$ cat config.mk
export PLATFORM = sky130hd
export DESIGN_NAME = multi_stack_partitioned_memory_top
export DESIGN_NICKNAME = d
export VERILOG_FILES = /design/src/msp_pkg.sv /design/src/msp_mem.sv /design/src/msp_addr_unit.sv /design/src/multi_stack_partitioned_memory_top.sv
export SDC_FILE = /design/constraint.sdc
export NUM_CORES = 2
export LEC_CHECK = 0
export ABC_CLOCK_PERIOD_IN_PS = 17070
export BUFFER_PORTS_ARGS = -buffer_cell sky130_fd_sc_hd__buf_4
export CAP_MARGIN = 20
export CORE_ASPECT_RATIO = 1.4
export CORE_MARGIN = 3
export CORE_UTILIZATION = 55
export DETAILED_ROUTE_END_ITERATION = 7
export GPL_ROUTABILITY_DRIVEN = 0
export PLACE_DENSITY = 0.77
export RECOVER_POWER = 50
export SLEW_MARGIN = 10
export SYNTH_ARGS = -nofsm -noshare
export SYNTH_HDL_FRONTEND = slang
export SYNTH_HIERARCHICAL = 1
export SYNTH_SLANG_ARGS = --single-unit
$ cat constraint.sdc
create_clock -name i_clk -period 17.07 [get_ports i_clk]
set_input_delay 3.414 -clock i_clk [delete_from_list [all_inputs] [get_ports i_clk]]
set_output_delay 3.414 -clock i_clk [all_outputs]
set_load 0.005 [all_outputs]
$ cat src/msp_pkg.sv
// ----------------------------------------------------------------------------
// msp_pkg
// Shared types, codes and constants for the partitioned multi-stack memory.
// ----------------------------------------------------------------------------
package msp_pkg;

    // default parameter values
    localparam int DEF_MEM_DEPTH  = 64;
    localparam int DEF_MAX_STACKS = 8;
    localparam int DEF_DATA_WIDTH = 32;

    // field widths
    localparam int OP_W    = 2;
    localparam int IDX_W   = 3;
    localparam int VAL_W   = 32;
    localparam int CNT_W   = 4;
    localparam int SIZE_W  = 7;
    localparam int FILL_W  = 7;
    localparam int CFG_A_W = 2;
    localparam int CFG_D_W = 7;

    // widest unreduced word address: 7*127 + 126 < 1024
    localparam int SUM_W = 10;

    localparam logic [CNT_W-1:0]  RST_STACK_COUNT = CNT_W'(8);
    localparam logic [SIZE_W-1:0] RST_STACK_SIZE  = SIZE_W'(8);

    // configuration register indexes
    localparam logic [CFG_A_W-1:0] CFG_STACK_COUNT = CFG_A_W'(0);
    localparam logic [CFG_A_W-1:0] CFG_STACK_SIZE  = CFG_A_W'(1);

    // operation codes
    localparam logic [OP_W-1:0] OP_PUSH    = OP_W'(0);
    localparam logic [OP_W-1:0] OP_POP     = OP_W'(1);
    localparam logic [OP_W-1:0] OP_DISPLAY = OP_W'(2);

    typedef enum logic [1:0] {
        ST_OK      = 2'd0,
        ST_OVER    = 2'd1,
        ST_UNDER   = 2'd2,
        ST_NOSTACK = 2'd3
    } t_status;

    typedef enum logic [2:0] {
        S_IDLE,
        S_DECODE,
        S_REDUCE,
        S_MEM,
        S_LOAD,
        S_OUT
    } t_state;

    // address unit commands
    typedef struct packed {
        logic load;
        logic next;
    } t_red_ctl;

    // memory port commands
    typedef struct packed {
        logic wr;
        logic rd;
    } t_mem_ctl;

endpackage

$ cat src/msp_mem.sv
// ----------------------------------------------------------------------------
// msp_mem
// Single-port word memory holding all stack regions, registered read data.
// ----------------------------------------------------------------------------
module msp_mem #(
    parameter int MEM_DEPTH  = msp_pkg::DEF_MEM_DEPTH,
    parameter int DATA_WIDTH = msp_pkg::DEF_DATA_WIDTH,
    localparam int AW        = $clog2(MEM_DEPTH)
) (
    input  logic                  i_clk,
    input  msp_pkg::t_mem_ctl     i_ctl,
    input  logic [AW-1:0]         i_addr,
    input  logic [DATA_WIDTH-1:0] i_wdata,
    output logic [DATA_WIDTH-1:0] o_rdata
);
    import msp_pkg::*;

    logic [DATA_WIDTH-1:0] r_mem [MEM_DEPTH];
    logic [DATA_WIDTH-1:0] r_rdata;

    always_ff @(posedge i_clk) begin
        if (i_ctl.wr) begin
            r_mem[i_addr] <= i_wdata;
        end
        if (i_ctl.rd) begin
            r_rdata <= r_mem[i_addr];
        end
    end

    assign o_rdata = r_rdata;

endmodule

$ cat src/msp_addr_unit.sv
// ----------------------------------------------------------------------------
// msp_addr_unit
// Shared address unit: reduces a word address modulo the memory depth by
// reciprocal multiply then multiply back and subtract, and steps it with wrap.
// ----------------------------------------------------------------------------
module msp_addr_unit #(
    parameter int MEM_DEPTH = msp_pkg::DEF_MEM_DEPTH,
    localparam int AW       = $clog2(MEM_DEPTH)
) (
    input  logic                     i_clk,
    input  logic                     i_rst_n,
    input  msp_pkg::t_red_ctl        i_ctl,
    input  logic [msp_pkg::SUM_W-1:0] i_x,
    output logic                     o_busy,
    output logic [AW-1:0]            o_addr
);
    import msp_pkg::*;

    localparam int XW = (SUM_W > AW) ? SUM_W : AW;
    // scale and reciprocal give an exact quotient for every SUM_W-bit address
    localparam int RS = SUM_W + AW;
    localparam int MW = SUM_W + 2;
    localparam int PW = XW + MW;
    localparam logic [MW-1:0] RECIP = MW'(((1 << RS) + MEM_DEPTH - 1) / MEM_DEPTH);

    logic [XW-1:0]    r_x;
    logic [SUM_W-1:0] r_q;
    logic             r_stage;
    logic             r_busy;
    logic [PW-1:0]    w_prod;
    logic [SUM_W-1:0] w_quo;
    logic [XW-1:0]    w_back;

    assign w_prod = PW'(r_x) * PW'(RECIP);
    assign w_quo  = SUM_W'(w_prod >> RS);
    assign w_back = XW'(r_q) * XW'(MEM_DEPTH);

    always_ff @(posedge i_clk) begin
        if (!i_rst_n) begin
            r_busy <= 1'b0;
        end else if (i_ctl.load) begin
            r_busy <= 1'b1;
        end else if (r_busy && r_stage) begin
            r_busy <= 1'b0;
        end
    end

    always_ff @(posedge i_clk) begin
        if (i_ctl.load) begin
            r_x     <= XW'(i_x);
            r_stage <= 1'b0;
        end else if (i_ctl.next) begin
            // advance to the next word, wrap at the end of memory
            r_x <= (r_x == XW'(MEM_DEPTH - 1)) ? '0 : XW'(r_x + 1'b1);
        end else if (r_busy) begin
            if (!r_stage) begin
                r_q     <= w_quo;
                r_stage <= 1'b1;
            end else begin
                // drop whole multiples of the depth
                r_x <= r_x - w_back;
            end
        end
    end

    assign o_busy = r_busy;
    assign o_addr = AW'(r_x);

endmodule

$ cat src/multi_stack_partitioned_memory_top.sv
// ----------------------------------------------------------------------------
// multi_stack_partitioned_memory_top
// Several stacks in one word memory, one equal region per stack; push, pop
// and display requests under a small sequencer.
//
//  channel   direction  handshake                 payload
//  request   in         i_valid / o_ready         i_opcode, i_stack_index,
//                                                 i_push_value
//  result    out        o_valid / i_ready         o_status, o_read_value, o_last
//  config    in         i_cfg_valid / o_cfg_ready i_cfg_index, i_cfg_data
//
// Each request passes through a decode state; a missing stack, overflow or
// underflow result goes from there straight to the result state. Otherwise
// the shared address unit reduces the address (reciprocal multiply, then
// multiply back and subtract) while the sequencer waits; then a memory state
// writes a push, or reads for a pop or display and a load state captures
// the word. Display repeats read, load and present for each further entry
// once the previous result is taken. o_ready is high only while idle, from
// the cycle after the final result is taken. Reset is synchronous active low;
// it resets only fill counts, state and configuration, not the memory.
// ----------------------------------------------------------------------------
module multi_stack_partitioned_memory_top #(
    parameter int MEM_DEPTH  = msp_pkg::DEF_MEM_DEPTH,
    parameter int MAX_STACKS = msp_pkg::DEF_MAX_STACKS,
    parameter int DATA_WIDTH = msp_pkg::DEF_DATA_WIDTH
) (
    input  logic                          i_clk,
    input  logic                          i_rst_n,
    input  logic                          i_valid,
    output logic                          o_ready,
    input  logic [msp_pkg::OP_W-1:0]      i_opcode,
    input  logic [msp_pkg::IDX_W-1:0]     i_stack_index,
    input  logic signed [msp_pkg::VAL_W-1:0] i_push_value,
    output logic                          o_valid,
    input  logic                          i_ready,
    output logic [1:0]                    o_status,
    output logic signed [msp_pkg::VAL_W-1:0] o_read_value,
    output logic                          o_last,
    input  logic                          i_cfg_valid,
    output logic                          o_cfg_ready,
    input  logic [msp_pkg::CFG_A_W-1:0]   i_cfg_index,
    input  logic [msp_pkg::CFG_D_W-1:0]   i_cfg_data
);
    import msp_pkg::*;

    localparam int AW  = $clog2(MEM_DEPTH);
    localparam int FIW = (MAX_STACKS > 1) ? $clog2(MAX_STACKS) : 1;

    t_state             r_state, n_state;
    logic [OP_W-1:0]    r_op;
    logic [IDX_W-1:0]   r_k;
    logic [VAL_W-1:0]   r_val;
    logic [CNT_W-1:0]   r_count;
    logic [SIZE_W-1:0]  r_size;
    logic [FILL_W-1:0]  r_fill [MAX_STACKS];
    logic [FILL_W-1:0]  r_left, n_left;
    t_status            r_status, n_status;
    logic [VAL_W-1:0]   r_value, n_value;
    logic               r_last, n_last;

    logic               w_in_acc;
    logic [FIW-1:0]     w_fidx;
    logic [FILL_W-1:0]  w_fill;
    logic               w_nostack;
    logic [SIZE_W-1:0]  w_cap;
    logic [SUM_W-1:0]   w_base;
    logic [SUM_W-1:0]   w_red_x;
    logic               w_fill_we;
    logic [FILL_W-1:0]  w_fill_wdata;
    t_red_ctl           w_red_ctl;
    t_mem_ctl           w_mem_ctl;
    logic               w_red_busy;
    logic [AW-1:0]      w_addr;
    logic [DATA_WIDTH-1:0] w_wdata;
    logic [DATA_WIDTH-1:0] w_rdata;
    logic [63:0]        w_rd64;

    assign o_ready     = (r_state == S_IDLE);
    assign o_cfg_ready = 1'b1;
    assign w_in_acc    = i_valid && o_ready;

    assign w_fidx    = FIW'(r_k);
    assign w_fill    = r_fill[w_fidx];
    assign w_nostack = ({1'b0, r_k} >= r_count) || (32'(r_k) >= MAX_STACKS);
    assign w_cap     = (32'(r_size) > MEM_DEPTH) ? SIZE_W'(MEM_DEPTH) : r_size;
    assign w_base    = SUM_W'(r_k) * SUM_W'(r_size);
    assign w_wdata   = DATA_WIDTH'(64'(r_val));
    assign w_rd64    = 64'(w_rdata);

    msp_addr_unit #(
        .MEM_DEPTH(MEM_DEPTH)
    ) u_addr (
        .i_clk  (i_clk),
        .i_rst_n(i_rst_n),
        .i_ctl  (w_red_ctl),
        .i_x    (w_red_x),
        .o_busy (w_red_busy),
        .o_addr (w_addr)
    );

    msp_mem #(
        .MEM_DEPTH (MEM_DEPTH),
        .DATA_WIDTH(DATA_WIDTH)
    ) u_mem (
        .i_clk  (i_clk),
        .i_ctl  (w_mem_ctl),
        .i_addr (w_addr),
        .i_wdata(w_wdata),
        .o_rdata(w_rdata)
    );

    always_ff @(posedge i_clk) begin
        if (!i_rst_n) begin
            r_state <= S_IDLE;
            r_count <= RST_STACK_COUNT;
            r_size  <= RST_STACK_SIZE;
            for (int i = 0; i < MAX_STACKS; i++) begin
                r_fill[i] <= '0;
            end
        end else begin
            r_state <= n_state;
            if (i_cfg_valid && o_cfg_ready) begin
                case (i_cfg_index)
                    CFG_STACK_COUNT: r_count <= i_cfg_data[CNT_W-1:0];
                    CFG_STACK_SIZE:  r_size  <= i_cfg_data[SIZE_W-1:0];
                    default: ;
                endcase
            end
            if (w_fill_we) begin
                r_fill[w_fidx] <= w_fill_wdata;
            end
        end
    end

    always_ff @(posedge i_clk) begin
        if (w_in_acc) begin
            r_op  <= i_opcode;
            r_k   <= i_stack_index;
            r_val <= i_push_value;
        end
        r_left   <= n_left;
        r_status <= n_status;
        r_value  <= n_value;
        r_last   <= n_last;
    end

    always_comb begin
        n_state      = r_state;
        n_left       = r_left;
        n_status     = r_status;
        n_value      = r_value;
        n_last       = r_last;
        w_red_ctl    = '0;
        w_mem_ctl    = '0;
        w_red_x      = w_base;
        w_fill_we    = 1'b0;
        w_fill_wdata = w_fill;

        case (r_state)
            S_IDLE: begin
                // unknown opcodes are taken and dropped
                if (w_in_acc && (i_opcode inside {OP_PUSH, OP_POP, OP_DISPLAY})) begin
                    n_state = S_DECODE;
                end
            end
            S_DECODE: begin
                n_value = '0;
                n_last  = 1'b1;
                n_left  = FILL_W'(1);
                if (w_nostack) begin
                    n_status = ST_NOSTACK;
                    n_state  = S_OUT;
                end else begin
                    case (r_op)
                        OP_PUSH: begin
                            if (w_fill >= w_cap) begin
                                n_status = ST_OVER;
                                n_state  = S_OUT;
                            end else begin
                                w_red_x        = w_base + SUM_W'(w_fill);
                                w_red_ctl.load = 1'b1;
                                n_state        = S_REDUCE;
                            end
                        end
                        OP_POP: begin
                            if (w_fill == '0) begin
                                n_status = ST_UNDER;
                                n_state  = S_OUT;
                            end else begin
                                w_fill_we      = 1'b1;
                                w_fill_wdata   = w_fill - 1'b1;
                                w_red_x        = w_base + SUM_W'(w_fill - 1'b1);
                                w_red_ctl.load = 1'b1;
                                n_state        = S_REDUCE;
                            end
                        end
                        OP_DISPLAY: begin
                            if (w_fill == '0) begin
                                n_status = ST_UNDER;
                                n_state  = S_OUT;
                            end else begin
                                n_left         = w_fill;
                                w_red_ctl.load = 1'b1;
                                n_state        = S_REDUCE;
                            end
                        end
                        default: n_state = S_IDLE;
                    endcase
                end
            end
            S_REDUCE: begin
                if (!w_red_busy) begin
                    n_state = S_MEM;
                end
            end
            S_MEM: begin
                if (r_op == OP_PUSH) begin
                    w_mem_ctl.wr = 1'b1;
                    w_fill_we    = 1'b1;
                    w_fill_wdata = w_fill + 1'b1;
                    n_status     = ST_OK;
                    n_value      = '0;
                    n_last       = 1'b1;
                    n_state      = S_OUT;
                end else begin
                    w_mem_ctl.rd = 1'b1;
                    n_state      = S_LOAD;
                end
            end
            S_LOAD: begin
                n_status = ST_OK;
                n_value  = w_rd64[VAL_W-1:0];
                n_last   = (r_left == FILL_W'(1));
                n_state  = S_OUT;
            end
            S_OUT: begin
                if (i_ready) begin
                    if (r_last) begin
                        n_state = S_IDLE;
                    end else begin
                        // advance to the next display entry
                        n_left         = r_left - 1'b1;
                        w_red_ctl.next = 1'b1;
                        n_state        = S_MEM;
                    end
                end
            end
            default: n_state = S_IDLE;
        endcase
    end

    assign o_valid      = (r_state == S_OUT);
    assign o_status     = r_status;
    assign o_read_value = r_value;
    assign o_last       = r_last;

`ifndef SYNTH
    a_no_overlap: assert property (@(posedge i_clk) disable iff (!i_rst_n)
        !(o_valid && o_ready))
        else $error("request taken while a result is pending");

    a_error_last: assert property (@(posedge i_clk) disable iff (!i_rst_n)
        (o_valid && o_status != ST_OK) |-> (o_last && o_read_value == '0))
        else $error("error result not final or carries data");

    a_addr_range: assert property (@(posedge i_clk) disable iff (!i_rst_n)
        (r_state == S_MEM) |-> (32'(w_addr) < MEM_DEPTH && !w_red_busy))
        else $error("memory address out of range");

    a_done_idle: assert property (@(posedge i_clk) disable iff (!i_rst_n)
        (o_valid && i_ready && o_last) |=> o_ready)
        else $error("not idle after final result");
`endif

endmodule
==> reports/results.ini <==
[sta]
setup_viol = 0
slew_headroom_pct = -150
worstMarginPinSlew_ns = 3.75
fin_skew_ns = 0.0450
tns_ns = 0
hold_violations = 0
fmax_ghz = 0.160
period_minus_slack_ns = 6.24
drv_slew = 2271
post-route-period-util_pct = 36.5
rsz0062_at_grt = no

[synth]
synth_area_per_cell_sq_um = 17.4
ys_warn_count = 6
synth-main-ff-cell = edfxtp_1
async_flop_share_pct = 0
ys_ff_latch = 2248
seq_area_frac_synth_pct = 76.5
synth_nets = 5161
synth_top_area_share_pct = 76.0
syn-cell-area_sq_um = 88000
synthTopCellsByArea = edfxtp_1 76%, a22oi_1 3.4%, mux4_2 2.5%, a221oi_1 2.2%, mux2i_1 1.7%
yosys.area.top_type = edfxtp_1
syn_inst = 5054
synth-edff-count = 2229
synth_cell_types = 89

[die]
core_sq_um = 159000
ioPinCount = 89
num_rows = 173
die_area_sq_um = 165000
die_w_um = 344
die_h_um = 479
initial_core_util_pct = 55.4

[clock_tree]
hold_buffers = 0
htree_num_levels = 4
cts.path.max_buffers = 3
cts_root_buf = clkbuf_16
cts-resized-gates = 0
cts_tree = built
insertion_delay_ns = 0.85
clkTransAtPathRegs_ns = 0.07
cts_sinks = 2248
cts-buffers-inserted = 192
cts_setup_buffers = 0

[routing]
dr.pass1.iters = 8
wl_per_cell_um = 33.0
drc = 1
vias = 52600
ant_nets = 0
via_per_inst = 7.09
drtIter0Drc = 8513
drt-total-wl_um = 245000

[placed_design]
portBuffers = 87
dpl.hpwl_um = 138000

[finish]
area_delta_synth_final_pct = 11.0
layout.nets = 5266
finish.utilization_pct = 61.5
drive_gt1_share_pct = 15.5

[power_and_ir_drop]
power_density_nw_per_um2 = 121
leakage_uw = 0.0308
ir_drop_mv = 0.108

[global_route]
track_usage_pct = 29.3
antenna_found_initial = 13
grt_pass1_vias = 51500
grt_pass1_wl_um = 350000
gr-total-overflow = 0
grt_max_degree = 121

[status]
status = complete, but fails checks
violations = DRC, capacitance limit, slew limit

[critical_path]
critPathCaptureType = flip-flop
cp_max_fo = 33
critPathLaunchType = flip-flop
worstPathRequired_ns = 17.47
critical_path_class = reg2reg
crit_arrival_ns = 6.64

[flow_run]
max_cap_violations = 39

[worst_hold_path]
hold_path_class = reg2reg

[power breakdown]
group          leakage [uW]  switching (uW)  internal [uW]  total (uW)
logic               0.00743             827            352        1180
clock network       0.00305            1960           2430        4390
registers            0.0203            36.7           6250        6290
[logic make-up (layout without fill, tap and decap cells)]
logic type      count (synthesis)  after routing  synth area share [%]
compound gates               1289           1289                  10.9
xor+xnor                       33             33                 0.328
fa+ha+maj                      56             56                 0.873
buf+inv                       399            659                  2.04
flops                        2248           2248                  76.5
mux                           359            359                  5.69
other cells                     1             10               0.00426
simple gates                  669            669                  3.71
[worst paths after layout]
path / startpoint / to / slack [ns] / cells after the start
hold reg to reg: r_count[3] / r_count[3] / 0.47 / 2
hold / removal: r_count[3] / r_count[3] / 0.47 / 2
setup reg to reg: r_op[0] / o_read_value[22] / 10.83 / 7
setup / recovery: r_op[0] / o_read_value[22] / 10.83 / 7
[through the flow]
stage               hold slack (ns)  cells  instance area [sq um]  power (uW)  worst slack [ns]
floorplan                     0.442   5054                  88000        7100             11.66
global placement              0.458   7065                  91700        7490             11.86
detailed placement            0.461   7065                  91700        7530             11.74
CTS                           0.480   7414                  97900       11800             11.00
global route                  0.521   7415                  97700       12100             10.54
finish                        0.475   7423                  97700       11900             10.83
[Yosys cell counts, types with 43 or more instances]
| cell | n |
|---|---|
| edfxtp_1 | 2229 |
| a22oi_1 | 403 |
| nor2_1 | 229 |
| a221oi_1 | 219 |
| clkbuf_1 | 164 |
| o22ai_1 | 149 |
| mux2i_1 | 146 |
| o21ai_0 | 133 |
| nand2_1 | 114 |
| mux2_2 | 111 |
| buf_2 | 107 |
| mux4_2 | 96 |
| a22o_1 | 91 |
| nand3_1 | 62 |
| a21oi_1 | 60 |
| and2_1 | 57 |
| nor3_1 | 57 |
| ha_1 | 47 |
| inv_1 | 43 |
[registers in the layout, indices dropped and copies added (netlist names), 2 cells and up, named ones only]
signal	count
r_count	4
r_size	7
u_addr/r_x	10
r_left	7
r_k	3
u_mem/r_mem	2048
r_fill	56
o_status	2
u_addr/r_q	4
r_state	3
u_mem/o_rdata	32
r_val	32
r_op	2
o_read_value	32
[critical path, stage by stage (launching register included)]
cell and delay (ns):
edfxtp_1 0.42, inv_1 0.11, ha_1 0.14, clkbuf_1 0.69, nor3_1 0.11, clkbuf_1 1.22
o21bai_1 1.09, clkbuf_1 1.95
[layout make-up]
| class | count | area [sq um] |
|---|---|---|
| antenna | 9 | 22.5 |
| clock buffer | 226 | 5040 |
| clock inverter | 123 | 1250 |
| fill | 10800 | 61100 |
| inverter | 51 | 199 |
| multi-input combinational | 2407 | 19500 |
| sequential | 2248 | 67300 |
| tap | 2100 | 2630 |
| timing repair buffer | 259 | 1830 |
[metal layers]
metal	up-vias	track usage (%)	part of all wire (%)
li1	21100	-	-
met4	8	17.0	6.7
met3	1006	7.13	13
met5	-	0	0.033
met1	26100	36.2	33
met2	4472	47.3	48
[placed cells by master, fill, tap and decap left out, drive strengths merged, types with 34 or more instances in the layout]
cell type and instances:
a22o 91, a22oi 403, and2 57, a221oi 219
o22ai 149, nand4 39, nand2 114, nor3 57
mux2i 149, edfxtp 2229, a31oi 34, ha 47
nand3 65, nor2 229, a21oi 61, o21ai 134
buf 181, mux2 112, clkbuf 304, mux4 98
inv 59, clkinv 79
No activity file was read; power rests on OpenSTA's default activity.
